### src/rtl/core/pli_pkg.sv
// ----------------------------------------------------------------------------
// pli_pkg
// Shared types and constants of the piecewise-linear interpolator: word
// layouts, status codes, controller states and controller/datapath bundles.
// ----------------------------------------------------------------------------
package pli_pkg;

  localparam int DATA_WIDTH = 16;
  localparam int MAX_POINTS = 16;
  localparam int IDX_W      = $clog2(MAX_POINTS);
  localparam int CNT_W      = IDX_W + 1;
  localparam int PROD_W     = 2 * DATA_WIDTH;
  localparam int DIV_CYC    = DATA_WIDTH;
  localparam int DIV_CNT_W  = $clog2(DIV_CYC);

  localparam int CFG_ADDR_W = 3;
  localparam int CFG_DATA_W = 32;
  localparam int PC_W       = 5;
  localparam logic [PC_W-1:0] PC_RESET = PC_W'(2);
  localparam logic REG_POINT_COUNT = 1'b0;

  localparam logic MODE_LOAD  = 1'b0;
  localparam logic MODE_QUERY = 1'b1;

  localparam logic [1:0] STAT_INSIDE     = 2'd0;
  localparam logic [1:0] STAT_EXTRAP     = 2'd1;
  localparam logic [1:0] STAT_ZERO_WIDTH = 2'd2;
  localparam logic [1:0] STAT_SATURATED  = 2'd3;

  typedef struct packed {
    logic                         mode;
    logic [IDX_W-1:0]             point_index;
    logic signed [DATA_WIDTH-1:0] x_value;
    logic signed [DATA_WIDTH-1:0] y_value;
    logic signed [DATA_WIDTH-1:0] query_value;
  } in_word_t;

  typedef struct packed {
    logic signed [DATA_WIDTH-1:0] interpolated_value;
    logic [IDX_W-1:0]             segment_index;
    logic [1:0]                   status;
  } out_word_t;

  typedef enum logic [3:0] {
    ST_IDLE,
    ST_CHK_FIRST,
    ST_CHK_LAST,
    ST_SRCH_RD,
    ST_SRCH_CMP,
    ST_RD_LEFT,
    ST_RD_RIGHT,
    ST_DIFF,
    ST_MUL,
    ST_DIV,
    ST_DONE
  } fsm_state_t;

  typedef enum logic [2:0] {
    AS_FIRST,
    AS_LAST,
    AS_MID,
    AS_SEG,
    AS_SEG_NEXT
  } addr_sel_t;

  typedef struct packed {
    logic      wr_point;
    logic      ld_query;
    addr_sel_t addr_sel;
    logic      set_first;
    logic      set_last;
    logic      take_lo;
    logic      srch_cmp;
    logic      lat_left;
    logic      lat_diff;
    logic      mul;
    logic      div_step;
    logic      finish;
  } dp_cmd_t;

  typedef struct packed {
    logic below_first;
    logic at_or_above_last;
    logic range_wide;
    logic zero_width;
    logic div_last;
  } dp_stat_t;

endpackage

### src/rtl/core/pli_ram.sv
// ----------------------------------------------------------------------------
// pli_ram
// Generic single-write, single-read RAM with registered read data.
// ----------------------------------------------------------------------------
module pli_ram #(
  parameter int WIDTH = 16,
  parameter int DEPTH = 16
) (
  input  logic                     clk,
  input  logic                     we,
  input  logic [$clog2(DEPTH)-1:0] waddr,
  input  logic [WIDTH-1:0]         wdata,
  input  logic [$clog2(DEPTH)-1:0] raddr,
  output logic [WIDTH-1:0]         rdata
);

  logic [WIDTH-1:0] mem_r [DEPTH];
  logic [WIDTH-1:0] rdata_r;

  always_ff @(posedge clk) begin
    if (we) begin
      mem_r[waddr] <= wdata;
    end
    rdata_r <= mem_r[raddr];
  end

  assign rdata = rdata_r;

endmodule

### src/rtl/core/pli_datapath.sv
// ----------------------------------------------------------------------------
// pli_datapath
// Breakpoint tables, bisection registers, difference stage, multiplier,
// radix-4 restoring divider and the saturating result stage.
// ----------------------------------------------------------------------------
module pli_datapath (
  input  logic                          clk,
  input  logic                          rst_n,
  input  pli_pkg::in_word_t             in_word,
  input  logic [pli_pkg::PC_W-1:0]      point_count,
  input  pli_pkg::dp_cmd_t              cmd,
  output pli_pkg::dp_stat_t             stat,
  output logic                          out_valid,
  output pli_pkg::out_word_t            out_word
);

  localparam int DW = pli_pkg::DATA_WIDTH;
  localparam int IW = pli_pkg::IDX_W;
  localparam int CW = pli_pkg::CNT_W;
  localparam int PW = pli_pkg::PROD_W;
  localparam int KW = pli_pkg::DIV_CNT_W;
  localparam logic signed [DW-1:0] DMAX = {1'b0, {(DW-1){1'b1}}};
  localparam logic signed [DW-1:0] DMIN = {1'b1, {(DW-1){1'b0}}};
  localparam logic [PW-1:0] Q_LIM = PW'(1) << (DW + 1);

  function automatic logic [DW+PW-1:0] div_step2(input logic [DW-1:0] rem,
                                                 input logic [PW-1:0] quo,
                                                 input logic [DW-1:0] dvs);
    logic [DW:0]    sh;
    logic [DW-1:0]  r;
    logic [PW-1:0]  q;
    r = rem;
    q = quo;
    for (int k = 0; k < 2; k++) begin
      sh = {r, q[PW-1]};
      q  = {q[PW-2:0], 1'b0};
      if (sh >= {1'b0, dvs}) begin
        sh   = sh - {1'b0, dvs};
        q[0] = 1'b1;
      end
      r = sh[DW-1:0];
    end
    return {r, q};
  endfunction

  logic signed [DW-1:0] z_r, z_nxt;
  logic [CW-1:0]        n_r, n_nxt;
  logic [IW-1:0]        lo_r, lo_nxt;
  logic [IW-1:0]        hi_r, hi_nxt;
  logic [IW-1:0]        seg_r, seg_nxt;
  logic                 ext_r, ext_nxt;
  logic signed [DW-1:0] x0_r, x0_nxt;
  logic signed [DW-1:0] y0_r, y0_nxt;
  logic [DW-1:0]        mdx_r, mdx_nxt;
  logic [DW-1:0]        mdy_r, mdy_nxt;
  logic [DW-1:0]        mdz_r, mdz_nxt;
  logic                 neg_r, neg_nxt;
  logic                 zero_r, zero_nxt;
  logic [PW-1:0]        quo_r, quo_nxt;
  logic [DW-1:0]        rem_r, rem_nxt;
  logic [KW-1:0]        dcnt_r, dcnt_nxt;
  pli_pkg::out_word_t   out_word_r, out_word_nxt;
  logic                 out_valid_r, out_valid_nxt;

  logic [IW-1:0]        raddr;
  logic [DW-1:0]        x_rdata;
  logic [DW-1:0]        y_rdata;
  logic signed [DW-1:0] x_rd;
  logic signed [DW-1:0] y_rd;
  logic [CW-1:0]        n_clamp;
  logic [IW:0]          mid_sum;
  logic [IW-1:0]        mid;
  logic [IW-1:0]        span;
  logic signed [DW:0]   dx_w;
  logic signed [DW:0]   dy_w;
  logic signed [DW:0]   dz_w;
  logic [DW+PW-1:0]     div_res;
  logic signed [DW+2:0] y0_e;
  logic signed [DW+2:0] q_e;
  logic signed [DW+2:0] sum_w;

  pli_ram #(.WIDTH(DW), .DEPTH(pli_pkg::MAX_POINTS)) u_x_ram (
    .clk   (clk),
    .we    (cmd.wr_point),
    .waddr (in_word.point_index),
    .wdata (in_word.x_value),
    .raddr (raddr),
    .rdata (x_rdata)
  );

  pli_ram #(.WIDTH(DW), .DEPTH(pli_pkg::MAX_POINTS)) u_y_ram (
    .clk   (clk),
    .we    (cmd.wr_point),
    .waddr (in_word.point_index),
    .wdata (in_word.y_value),
    .raddr (raddr),
    .rdata (y_rdata)
  );

  assign x_rd    = $signed(x_rdata);
  assign y_rd    = $signed(y_rdata);
  assign mid_sum = {1'b0, lo_r} + {1'b0, hi_r};
  assign mid     = mid_sum[IW:1];
  assign span    = hi_r - lo_r;

  always_comb begin
    if (CW'(point_count) < CW'(2)) begin
      n_clamp = CW'(2);
    end else if (CW'(point_count) > CW'(pli_pkg::MAX_POINTS)) begin
      n_clamp = CW'(pli_pkg::MAX_POINTS);
    end else begin
      n_clamp = CW'(point_count);
    end
  end

  always_comb begin
    unique case (cmd.addr_sel)
      pli_pkg::AS_FIRST:    raddr = '0;
      pli_pkg::AS_LAST:     raddr = IW'(n_r - CW'(1));
      pli_pkg::AS_MID:      raddr = mid;
      pli_pkg::AS_SEG:      raddr = seg_r;
      pli_pkg::AS_SEG_NEXT: raddr = seg_r + IW'(1);
      default:              raddr = '0;
    endcase
  end

  assign stat.below_first      = z_r < x_rd;
  assign stat.at_or_above_last = z_r >= x_rd;
  assign stat.range_wide       = span > IW'(1);
  assign stat.zero_width       = zero_r;
  assign stat.div_last         = dcnt_r == KW'(pli_pkg::DIV_CYC - 1);

  assign dx_w    = (DW+1)'(x_rd) - (DW+1)'(x0_r);
  assign dy_w    = (DW+1)'(y_rd) - (DW+1)'(y0_r);
  assign dz_w    = (DW+1)'(z_r) - (DW+1)'(x0_r);
  assign div_res = div_step2(rem_r, quo_r, mdx_r);

  assign y0_e  = (DW+3)'(y0_r);
  assign q_e   = $signed({1'b0, quo_r[DW+1:0]});
  assign sum_w = neg_r ? (y0_e - q_e) : (y0_e + q_e);

  always_comb begin
    z_nxt         = z_r;
    n_nxt         = n_r;
    lo_nxt        = lo_r;
    hi_nxt        = hi_r;
    seg_nxt       = seg_r;
    ext_nxt       = ext_r;
    x0_nxt        = x0_r;
    y0_nxt        = y0_r;
    mdx_nxt       = mdx_r;
    mdy_nxt       = mdy_r;
    mdz_nxt       = mdz_r;
    neg_nxt       = neg_r;
    zero_nxt      = zero_r;
    quo_nxt       = quo_r;
    rem_nxt       = rem_r;
    dcnt_nxt      = dcnt_r;
    out_word_nxt  = out_word_r;
    out_valid_nxt = 1'b0;

    if (cmd.ld_query) begin
      z_nxt  = in_word.query_value;
      n_nxt  = n_clamp;
      lo_nxt = '0;
      hi_nxt = IW'(n_clamp - CW'(1));
    end
    if (cmd.set_first) begin
      seg_nxt = '0;
      ext_nxt = 1'b1;
    end
    if (cmd.set_last) begin
      seg_nxt = IW'(n_r - CW'(2));
      ext_nxt = z_r > x_rd;
    end
    if (cmd.take_lo) begin
      seg_nxt = lo_r;
      ext_nxt = 1'b0;
    end
    if (cmd.srch_cmp) begin
      if (x_rd <= z_r) begin
        lo_nxt = mid;
      end else begin
        hi_nxt = mid;
      end
    end
    if (cmd.lat_left) begin
      x0_nxt = x_rd;
      y0_nxt = y_rd;
    end
    if (cmd.lat_diff) begin
      mdx_nxt  = dx_w[DW] ? DW'(-dx_w) : DW'(dx_w);
      mdy_nxt  = dy_w[DW] ? DW'(-dy_w) : DW'(dy_w);
      mdz_nxt  = dz_w[DW] ? DW'(-dz_w) : DW'(dz_w);
      neg_nxt  = dy_w[DW] ^ dz_w[DW] ^ dx_w[DW];
      zero_nxt = dx_w == '0;
    end
    if (cmd.mul) begin
      quo_nxt  = {{DW{1'b0}}, mdy_r} * {{DW{1'b0}}, mdz_r};
      rem_nxt  = '0;
      dcnt_nxt = '0;
    end
    if (cmd.div_step) begin
      rem_nxt  = div_res[DW+PW-1:PW];
      quo_nxt  = div_res[PW-1:0];
      dcnt_nxt = dcnt_r + KW'(1);
    end
    if (cmd.finish) begin
      out_valid_nxt              = 1'b1;
      out_word_nxt.segment_index = seg_r;
      if (zero_r) begin
        out_word_nxt.interpolated_value = y0_r;
        out_word_nxt.status             = pli_pkg::STAT_ZERO_WIDTH;
      end else if (quo_r > Q_LIM) begin
        out_word_nxt.interpolated_value = neg_r ? DMIN : DMAX;
        out_word_nxt.status             = pli_pkg::STAT_SATURATED;
      end else if (sum_w > (DW+3)'(DMAX)) begin
        out_word_nxt.interpolated_value = DMAX;
        out_word_nxt.status             = pli_pkg::STAT_SATURATED;
      end else if (sum_w < (DW+3)'(DMIN)) begin
        out_word_nxt.interpolated_value = DMIN;
        out_word_nxt.status             = pli_pkg::STAT_SATURATED;
      end else begin
        out_word_nxt.interpolated_value = DW'(sum_w);
        out_word_nxt.status = ext_r ? pli_pkg::STAT_EXTRAP : pli_pkg::STAT_INSIDE;
      end
    end
  end

  always_ff @(posedge clk) begin
    if (!rst_n) begin
      out_valid_r <= 1'b0;
    end else begin
      out_valid_r <= out_valid_nxt;
    end
  end

  always_ff @(posedge clk) begin
    z_r        <= z_nxt;
    n_r        <= n_nxt;
    lo_r       <= lo_nxt;
    hi_r       <= hi_nxt;
    seg_r      <= seg_nxt;
    ext_r      <= ext_nxt;
    x0_r       <= x0_nxt;
    y0_r       <= y0_nxt;
    mdx_r      <= mdx_nxt;
    mdy_r      <= mdy_nxt;
    mdz_r      <= mdz_nxt;
    neg_r      <= neg_nxt;
    zero_r     <= zero_nxt;
    quo_r      <= quo_nxt;
    rem_r      <= rem_nxt;
    dcnt_r     <= dcnt_nxt;
    out_word_r <= out_word_nxt;
  end

  assign out_valid = out_valid_r;
  assign out_word  = out_word_r;

endmodule

### src/rtl/core/pli_controller.sv
// ----------------------------------------------------------------------------
// pli_controller
// Sequencer for one word: range checks, bisection, segment fetch, multiply,
// divide and result strobe.
// ----------------------------------------------------------------------------
module pli_controller (
  input  logic              clk,
  input  logic              rst_n,
  input  logic              start,
  input  logic              mode,
  input  pli_pkg::dp_stat_t stat,
  output pli_pkg::dp_cmd_t  cmd,
  output logic              busy
);

  pli_pkg::fsm_state_t state_r, state_nxt;

  always_comb begin
    state_nxt = state_r;
    unique case (state_r)
      pli_pkg::ST_IDLE: begin
        if (start && mode == pli_pkg::MODE_QUERY) begin
          state_nxt = pli_pkg::ST_CHK_FIRST;
        end
      end
      pli_pkg::ST_CHK_FIRST: begin
        state_nxt = stat.below_first ? pli_pkg::ST_RD_LEFT : pli_pkg::ST_CHK_LAST;
      end
      pli_pkg::ST_CHK_LAST: begin
        state_nxt = stat.at_or_above_last ? pli_pkg::ST_RD_LEFT : pli_pkg::ST_SRCH_RD;
      end
      pli_pkg::ST_SRCH_RD: begin
        state_nxt = stat.range_wide ? pli_pkg::ST_SRCH_CMP : pli_pkg::ST_RD_LEFT;
      end
      pli_pkg::ST_SRCH_CMP: state_nxt = pli_pkg::ST_SRCH_RD;
      pli_pkg::ST_RD_LEFT:  state_nxt = pli_pkg::ST_RD_RIGHT;
      pli_pkg::ST_RD_RIGHT: state_nxt = pli_pkg::ST_DIFF;
      pli_pkg::ST_DIFF:     state_nxt = pli_pkg::ST_MUL;
      pli_pkg::ST_MUL: begin
        state_nxt = stat.zero_width ? pli_pkg::ST_DONE : pli_pkg::ST_DIV;
      end
      pli_pkg::ST_DIV: begin
        if (stat.div_last) begin
          state_nxt = pli_pkg::ST_DONE;
        end
      end
      pli_pkg::ST_DONE:     state_nxt = pli_pkg::ST_IDLE;
      default:              state_nxt = pli_pkg::ST_IDLE;
    endcase
  end

  always_comb begin
    cmd          = '0;
    cmd.addr_sel = pli_pkg::AS_FIRST;
    busy         = state_r != pli_pkg::ST_IDLE;
    unique case (state_r)
      pli_pkg::ST_IDLE: begin
        if (start) begin
          cmd.ld_query = mode == pli_pkg::MODE_QUERY;
          cmd.wr_point = mode == pli_pkg::MODE_LOAD;
        end
      end
      pli_pkg::ST_CHK_FIRST: begin
        cmd.addr_sel  = pli_pkg::AS_LAST;
        cmd.set_first = stat.below_first;
      end
      pli_pkg::ST_CHK_LAST: begin
        cmd.set_last = stat.at_or_above_last;
      end
      pli_pkg::ST_SRCH_RD: begin
        cmd.addr_sel = pli_pkg::AS_MID;
        cmd.take_lo  = !stat.range_wide;
      end
      pli_pkg::ST_SRCH_CMP: begin
        cmd.addr_sel = pli_pkg::AS_MID;
        cmd.srch_cmp = 1'b1;
      end
      pli_pkg::ST_RD_LEFT: begin
        cmd.addr_sel = pli_pkg::AS_SEG;
      end
      pli_pkg::ST_RD_RIGHT: begin
        cmd.addr_sel = pli_pkg::AS_SEG_NEXT;
        cmd.lat_left = 1'b1;
      end
      pli_pkg::ST_DIFF:  cmd.lat_diff = 1'b1;
      pli_pkg::ST_MUL:   cmd.mul      = 1'b1;
      pli_pkg::ST_DIV:   cmd.div_step = 1'b1;
      pli_pkg::ST_DONE:  cmd.finish   = 1'b1;
      default:           cmd          = '0;
    endcase
  end

  always_ff @(posedge clk) begin
    if (!rst_n) begin
      state_r <= pli_pkg::ST_IDLE;
    end else begin
      state_r <= state_nxt;
    end
  end

endmodule

### src/rtl/core/piecewise_linear_interpolator.sv
// ----------------------------------------------------------------------------
// piecewise_linear_interpolator
// Breakpoint table with bisection search and linear interpolation in Q8.8.
// ----------------------------------------------------------------------------
// A load word (mode 0) writes one breakpoint in the cycle it is taken and
// leaves busy low, so loads may follow each other every cycle. A query word
// (mode 1) raises busy and its result is strobed on out_valid for one cycle
// as busy falls; the receiver has to take it then. The breakpoint tables sit
// in one-read-port RAMs, so each probe of the search takes a read state and
// a compare state, and the quotient comes from a radix-4 divider. A query
// below the first breakpoint or at or above the last skips the search; one
// inside the table makes at most ceil(log2(point_count - 1)) bisection
// probes, and a zero-width segment skips the divider.
// point_count sits at address 0 of the register port and resets to 2.
// ----------------------------------------------------------------------------
module piecewise_linear_interpolator (
  input  logic                              clk,
  input  logic                              rst_n,
  input  logic                              start,
  output logic                              busy,
  input  pli_pkg::in_word_t                 in_word,
  output logic                              out_valid,
  output pli_pkg::out_word_t                out_word,
  input  logic                              psel,
  input  logic                              penable,
  input  logic                              pwrite,
  input  logic [pli_pkg::CFG_ADDR_W-1:0]    paddr,
  input  logic [pli_pkg::CFG_DATA_W-1:0]    pwdata,
  output logic [pli_pkg::CFG_DATA_W-1:0]    prdata,
  output logic                              pready
);

  logic [pli_pkg::PC_W-1:0] pc_r, pc_nxt;
  logic                     reg_sel;
  logic                     reg_wr;
  pli_pkg::dp_cmd_t         cmd;
  pli_pkg::dp_stat_t        stat;

  assign pready  = 1'b1;
  assign reg_sel = paddr[pli_pkg::CFG_ADDR_W-1:2] == pli_pkg::REG_POINT_COUNT;
  assign reg_wr  = psel && penable && pwrite && pready && reg_sel;
  assign pc_nxt  = reg_wr ? pwdata[pli_pkg::PC_W-1:0] : pc_r;
  assign prdata  = reg_sel ? pli_pkg::CFG_DATA_W'(pc_r) : '0;

  always_ff @(posedge clk) begin
    if (!rst_n) begin
      pc_r <= pli_pkg::PC_RESET;
    end else begin
      pc_r <= pc_nxt;
    end
  end

  pli_controller u_ctrl (
    .clk   (clk),
    .rst_n (rst_n),
    .start (start),
    .mode  (in_word.mode),
    .stat  (stat),
    .cmd   (cmd),
    .busy  (busy)
  );

  pli_datapath u_dp (
    .clk         (clk),
    .rst_n       (rst_n),
    .in_word     (in_word),
    .point_count (pc_r),
    .cmd         (cmd),
    .stat        (stat),
    .out_valid   (out_valid),
    .out_word    (out_word)
  );

  a_strobe_single: assert property (@(posedge clk) disable iff (!rst_n)
    out_valid |=> !out_valid)
    else $error("result strobe held longer than one cycle");

  a_result_ends_busy: assert property (@(posedge clk) disable iff (!rst_n)
    out_valid |-> $fell(busy))
    else $error("result strobe without end of query");

  a_busy_ends_result: assert property (@(posedge clk) disable iff (!rst_n)
    $fell(busy) |-> out_valid)
    else $error("query finished without result");

  a_segment_range: assert property (@(posedge clk) disable iff (!rst_n)
    out_valid |-> out_word.segment_index <= pli_pkg::IDX_W'(pli_pkg::MAX_POINTS - 2))
    else $error("segment index beyond last segment");

endmodule

### config.mk
export PLATFORM = sky130hd
export DESIGN_NAME = piecewise_linear_interpolator
export DESIGN_NICKNAME = d
export VERILOG_FILES = /design/src/rtl/core/pli_pkg.sv /design/src/rtl/core/pli_ram.sv /design/src/rtl/core/pli_datapath.sv /design/src/rtl/core/pli_controller.sv /design/src/rtl/core/piecewise_linear_interpolator.sv
export SDC_FILE = /design/constraint.sdc
export NUM_CORES = 2
export LEC_CHECK = 0
export BUFFER_PORTS_ARGS = -buffer_cell sky130_fd_sc_hd__buf_2
export CORE_MARGIN = 5
export CORE_UTILIZATION = 63
export DETAILED_ROUTE_END_ITERATION = 7
export PLACE_DENSITY = 0.81
export SYNTH_ARGS = -nofsm -noshare
export SYNTH_HDL_FRONTEND = slang
export SYNTH_SLANG_ARGS = --single-unit
export TNS_END_PERCENT = 5
### constraint.sdc
create_clock -name clk -period 7.4 [get_ports clk]
set_clock_uncertainty 0.1 [all_clocks]
set_input_delay 1.48 -clock clk [delete_from_list [all_inputs] [get_ports clk]]
set_output_delay 1.48 -clock clk [all_outputs]
set_load 0.02 [all_outputs]
# Word level (Yosys, flattened, before mapping)
# Memories as Yosys holds them, arrays and structs flattened. A register that Yosys moved wholly into a read port is not among the register bits.
# Index checks and enable logic that the tools add are counted.
# W data, S select, Z words.
dict set report op_classes {
  n_addsub 17
  multipliers 1
  n_div 0
  n_lt_le_gt_ge 12
  eq_ne 17
  shift 0
  n_mux 60
  bitwise 4
  n_reduce_logical 14
}
# operator n
set op_table {}
lappend op_table {{$mux W16} 12}
lappend op_table {{$mux W32} 2}
lappend op_table {{$mux W4} 15}
lappend op_table {{$sub A16 B16 Y17} 3}
lappend op_table {{$neg A16 Y16} 3}
lappend op_table {{$pmux W4 S10} 1}
lappend op_table {{$ge A17 B16 Y1} 2}
lappend op_table {{$gt A32 B18 Y1 const B} 1}
lappend op_table {{$mul A16 B16 Y32} 1}
lappend op_table {{$sub A16 B16 Y16} 2}
lappend op_table {{$mux W1} 21}
lappend op_table {{$add A16 B19 Y19} 1}
lappend op_table {{$gt A19 B16 Y1 const B} 1}
lappend op_table {{$lt A19 B16 Y1 const B} 1}
lappend op_table {{$mux W19} 1}
lappend op_table {{$sub A16 B19 Y19} 1}
lappend op_table {{$logic_not A17 Y1} 1}
lappend op_table {{$eq A4 B3 Y1 const B} 4}
lappend op_table {{$eq A4 B4 Y1 const B} 4}
lappend op_table {{$ge A16 B16 Y1} 1}
lappend op_table {{$gt A16 B16 Y1} 1}
lappend op_table {{$le A16 B16 Y1} 1}
lappend op_table {{$lt A16 B16 Y1} 1}
lappend op_table {{$pmux W4 S4} 1}
lappend op_table {{30 further kinds} 43}
dict set report totals {
  ff_bits 199
  latch_bits 0
  mem_bits_rw 512
  rom_bits 0
  input_bits 94
  out_inout_bits 57
  mem_count 2
}
# memory depth word_bits read_ports rd_ports_with_merged_regs write_ports line_no
set mem_list {}
lappend mem_list {u_dp.u_x_ram.mem_r 16 16 1 1 1 pli_ram.sv:17} ;# logic [WIDTH-1:0] mem_r [DEPTH];
lappend mem_list {u_dp.u_y_ram.mem_r 16 16 1 1 1 pli_ram.sv:17}

# Depth between registers and ports, before layout
dict set report depth {
  ltp_word 7
  ltp_mapped 25
  depth_no_buf 24
}

# Cells and area by module
# Synthesis repeated with hierarchy kept, for this count alone.
dict set report unflattened {
  hier_cells 3409
  hier_area_um2 43440.4
}
# mod n_inst cells_each area_per_inst_um2 seq_area_each_um2
set modules_own_cells {}
lappend modules_own_cells {pli_datapath 1 2427 22440.3 5605.4}
lappend modules_own_cells {pli_ram 2 432 10043.4 8007.7}
lappend modules_own_cells {piecewise_linear_interpolator 1 58 479.2 100.1}
lappend modules_own_cells {pli_controller 1 60 434.2 80.1}

# Worst setup path before layout
# OpenSTA, ideal clock, no wires.
dict set report synth_path {
  path_type {reg2reg}
  startpoint {register u_dp.mdz_r[6]}
  endpoint {register u_dp.quo_r[30], data pin}
  setup_ns 0.266
  arrival_ns 5.911
  required_ns 7.034
  path_slack_ns 1.123
  stages_incl_launch_ff 23
  period_less_slack_ns 6.277
  cell_sequence {edfxtp_1 -> clkbuf_1 -> and2_1 -> fa_1 -> inv_1 -> fa_1 -> fa_1 -> inv_1 -> fa_1 -> fa_1 -> inv_1 -> fa_1 -> inv_1 -> ha_1 -> a21oi_1 -> o221ai_1 -> a21oi_1 -> o21ai_1 -> o22ai_1 -> o21ai_1 -> a221oi_1 -> xor2_1 -> o21ai_1}
}
dict set report synth_via {
  elab_chain_cells 3
}
# element line_no
set synth_rtl {}
lappend synth_rtl {{start: declaration} pli_datapath.sv:56} ;# logic [DW-1:0] mdz_r, mdz_nxt;
lappend synth_rtl {{start signal: assignment} pli_datapath.sv:249} ;# mdz_r <= mdz_nxt;
lappend synth_rtl {{$mul A16 B16 Y32} pli_datapath.sv:199} ;# quo_nxt = {{DW{1'b0}}, mdy_r} * {{DW{1'b0}}, mdz_r};
lappend synth_rtl {{$mux W32} pli_datapath.sv:198} ;# if (cmd.mul) begin
lappend synth_rtl {{$mux W32} pli_datapath.sv:203} ;# if (cmd.div_step) begin
lappend synth_rtl {{via u_dp.quo_nxt[30]} pli_datapath.sv:59} ;# logic [PW-1:0] quo_r, quo_nxt;
lappend synth_rtl {{end signal: assignment} pli_datapath.sv:252} ;# quo_r <= quo_nxt;
lappend synth_rtl {{end: declaration} pli_datapath.sv:59}
# The timed path passes the listed nets, and every way through them passes these cells. The select of a mux whose other input is x is not followed.
# A chain may end at the register's enable or synchronous reset.

# Worst setup path in the final report
dict set report layout_path {
  startpoint {register u_dp.mdy_r[6]}
  endpoint {register u_dp.quo_r[31], data pin}
}
dict set report layout_via {
  elab_chain_cells 3
}
# element line_no
set layout_rtl {}
lappend layout_rtl {{start: declaration} pli_datapath.sv:55} ;# logic [DW-1:0] mdy_r, mdy_nxt;
lappend layout_rtl {{start signal: assignment} pli_datapath.sv:248} ;# mdy_r <= mdy_nxt;
lappend layout_rtl {{$mul A16 B16 Y32} pli_datapath.sv:199}
lappend layout_rtl {{$mux W32} pli_datapath.sv:198}
lappend layout_rtl {{$mux W32} pli_datapath.sv:203}
lappend layout_rtl {{via u_dp.quo_nxt[31]} pli_datapath.sv:59}
# The timed path passes the listed nets, and every way through them passes these cells. The select of a mux whose other input is x is not followed.

==> results.json <==
{
  "ys.flop_type": "edfxtp_1",
  "drcViolationCount": 0,
  "clkLatencyLatePin_ns": 0.66,
  "synthCells": 3880,
  "start_util": 0.637,
  "cts_made_buffers": 78,
  "finalSetupViolCount": 0,
  "synth-seq-area-share": 0.498,
  "antenna_found_initial": 11,
  "vias_per_cell": 6.04,
  "clkSlewWorstSetupHoldPaths_ns": 0.06,
  "syn_avg_cell_area_sq_um": 11.3,
  "start_kind": "flip-flop",
  "root_buffer": "clkbuf_16",
  "drt_first_pass_iters": 6,
  "wirelength_um": 101000,
  "tightest_slew_ns": 1.20,
  "synth_warnings": 0,
  "grt-ovfl-total": 0,
  "die_w_um": 274,
  "cp-end-kind": "flip-flop",
  "ctsResizeCount": 0,
  "die_y_um": 274,
  "arrival_ns": 7.27,
  "cp_max_fo": 16,
  "max_freq_mhz": 142,
  "dieArea_sq_um": 74900,
  "async_flop_share": 0,
  "dp_hpwl_um": 65000,
  "synth-seq-cells": 743,
  "htreeDepth": 3,
  "worst_slack_ns": 0.352,
  "max_slew_margin": 0.195,
  "post-cts-setup-buffer-count": 0,
  "pwr_density_cell_nw_per_um2": 252,
  "grt_pass1_wl_um": 158000,
  "drt-initial-drc-count": 2634,
  "drt.antenna.violating_nets": 0,
  "netlist_area_sq_um": 43800,
  "min_path_type": "reg2reg",
  "clk_path_buf_depth": 3,
  "vias": 29800,
  "finalHoldViolCount": 0,
  "rsz0062_at_grt": "no",
  "synth_edf_count": 692,
  "grt_pass1_vias": 29400,
  "tritoncts": "built",
  "crit_required_ns": 7.62,
  "grt_use_total": 0.268,
  "period_minus_slack_ns": 7.05,
  "synth_top_area_cell": "edfxtp_1",
  "nets": 4462,
  "drv_cap": 0,
  "synth_cell_types": 88,
  "wire_per_inst_um": 20.5,
  "status": "finished, final reports clean",
  "timing.final.crit_share": 0.952,
  "synth_common_cells": "edfxtp_1 (692), nand2_1 (512), inv_1 (358), ha_1 (235), and2_1 (220)",
  "drive_gt1_frac": 0.0823,
  "row_count": 96,
  "synth.most_common_cell": "edfxtp_1",
  "ios": 151,
  "coreArea_sq_um": 68700,
  "slew_viol_final": 0,
  "tns_ns": 0,
  "syn_to_final_growth_pct": 9.64,
  "worstSetupPathType": "reg2reg",
  "port-buffer-count": 93,
  "cts_hold_buf": 0,
  "place_congestion": 0.932,
  "synthTopCellsByArea": "edfxtp_1 (47%), fa_1 (9.2%), ha_1 (6.7%)",
  "leakagePower_nw": 18.5,
  "yosys.area.top_type_share": 0.475,
  "pre_cts_slack_ns": 0.496,
  "grt_max_degree": 235,
  "peakVddDrop_v": 0.000273,
  "clock-sinks": 743
}
==> path summary, 6_finish.rpt <==
check | cells after the start | slack [ns] | end | startpoint
worst min-delay path | 0 | 0.32 | u_dp.y0_r[13] | u_dp.u_y_ram.rdata[13]
worst max-delay path | 23 | 0.35 | u_dp.quo_r[31] | u_dp.mdy_r[6]
worst min register to register | 0 | 0.32 | u_dp.y0_r[13] | u_dp.u_y_ram.rdata[13]
worst max register to register | 23 | 0.35 | u_dp.quo_r[31] | u_dp.mdy_r[6]
==> placed cells by master (no fill, tap or decap), drive strengths merged, types with 51 or more instances in the layout <==
cell type	synthesis	layout
xnor2	117	117
a211oi	174	174
a21oi	190	190
inv	358	362
xor2	59	59
fa	202	202
clkbuf	160	91
ha	235	235
nand2	512	512
a31oi	84	84
a311oi	65	65
dfxtp	51	51
and2	252	252
nor2	169	169
o21ai	72	72
edfxtp	692	692
buf	42	147
==> worst max-delay path: stages (launching register included) <==
cell	delay, ns
edfxtp_1	0.84
nand2_1	0.16
fa_1	0.52
inv_1	0.05
fa_1	0.49
inv_1	0.05
fa_1	0.48
inv_1	0.06
fa_1	0.52
fa_1	0.56
inv_1	0.06
fa_1	0.54
inv_1	0.05
ha_1	0.31
a21oi_1	0.15
o21ai_0	0.11
a21o_1	0.19
a31oi_1	0.32
nand2_1	0.16
a31o_2	0.32
a31o_2	0.25
a21oi_1	0.17
xnor2_1	0.16
a21oi_1	0.11
==> metrics by stage <==
step | util | std cells | cell area (sq um) | total power [W] | hold slack, ns
2_1_floorplan | - | 3906 | 43900 | 0.00722 | 0.308
4_1_cts | 0.699 | 4927 | 48000 | 0.0121 | 0.326
3_3_place_gp | 0.659 | 4782 | 45300 | 0.00791 | 0.323
6_report | 0.699 | 4930 | 48000 | 0.0121 | 0.321
3_5_place_dp | 0.659 | 4782 | 45300 | 0.00801 | 0.329
5_1_grt | 0.699 | 4927 | 48000 | 0.0126 | 0.339
==> state kept, by name, indices dropped and copies added, names as in the netlist, 22 cells and up <==
signal / flops
u_dp.quo_r: 32
u_dp.out_word: 22
u_dp.u_y_ram.mem_r: 256
u_dp.u_x_ram.mem_r: 256
==> per-layer routing <==
layer	vias up	routed length [um]	GRT usage
li1	13800	-	-
met1	14500	40500	0.355
met2	1231	49100	0.450
met3	272	7910	0.0522
met4	10	3430	0.0860
met5	-	60	0
==> cell families after synthesis <==
group	Yosys count	synth area share
buf+inv	560	0.0509
compound gates	779	0.122
flops	743	0.498
xor+xnor	176	0.0352
other cells	2	0.000172
mux	42	0.0100
fa+ha+maj	437	0.160
simple gates	1141	0.124
==> where the power goes <==
part           total [W]  internal, W  switching, W  leakage (nW)
Sequential       0.00503      0.00489      0.000142          6.62
Clock            0.00409      0.00239       0.00170          1.30
Combinational    0.00297      0.00109       0.00188          10.6
==> final cells by class <==
type                            instances  area, sq um
Timing Repair Buffer                  147          921
Clock buffer                           91         2020
Fill cell                            4753        20700
Tap cell                              931         1160
Inverter                              358         1340
Antenna cell                            3         7.51
Multi-Input combinational cell       2603        20000
Clock inverter                         54          711
Sequential cell                       743        21800
(Power assumes the default switching activity.)
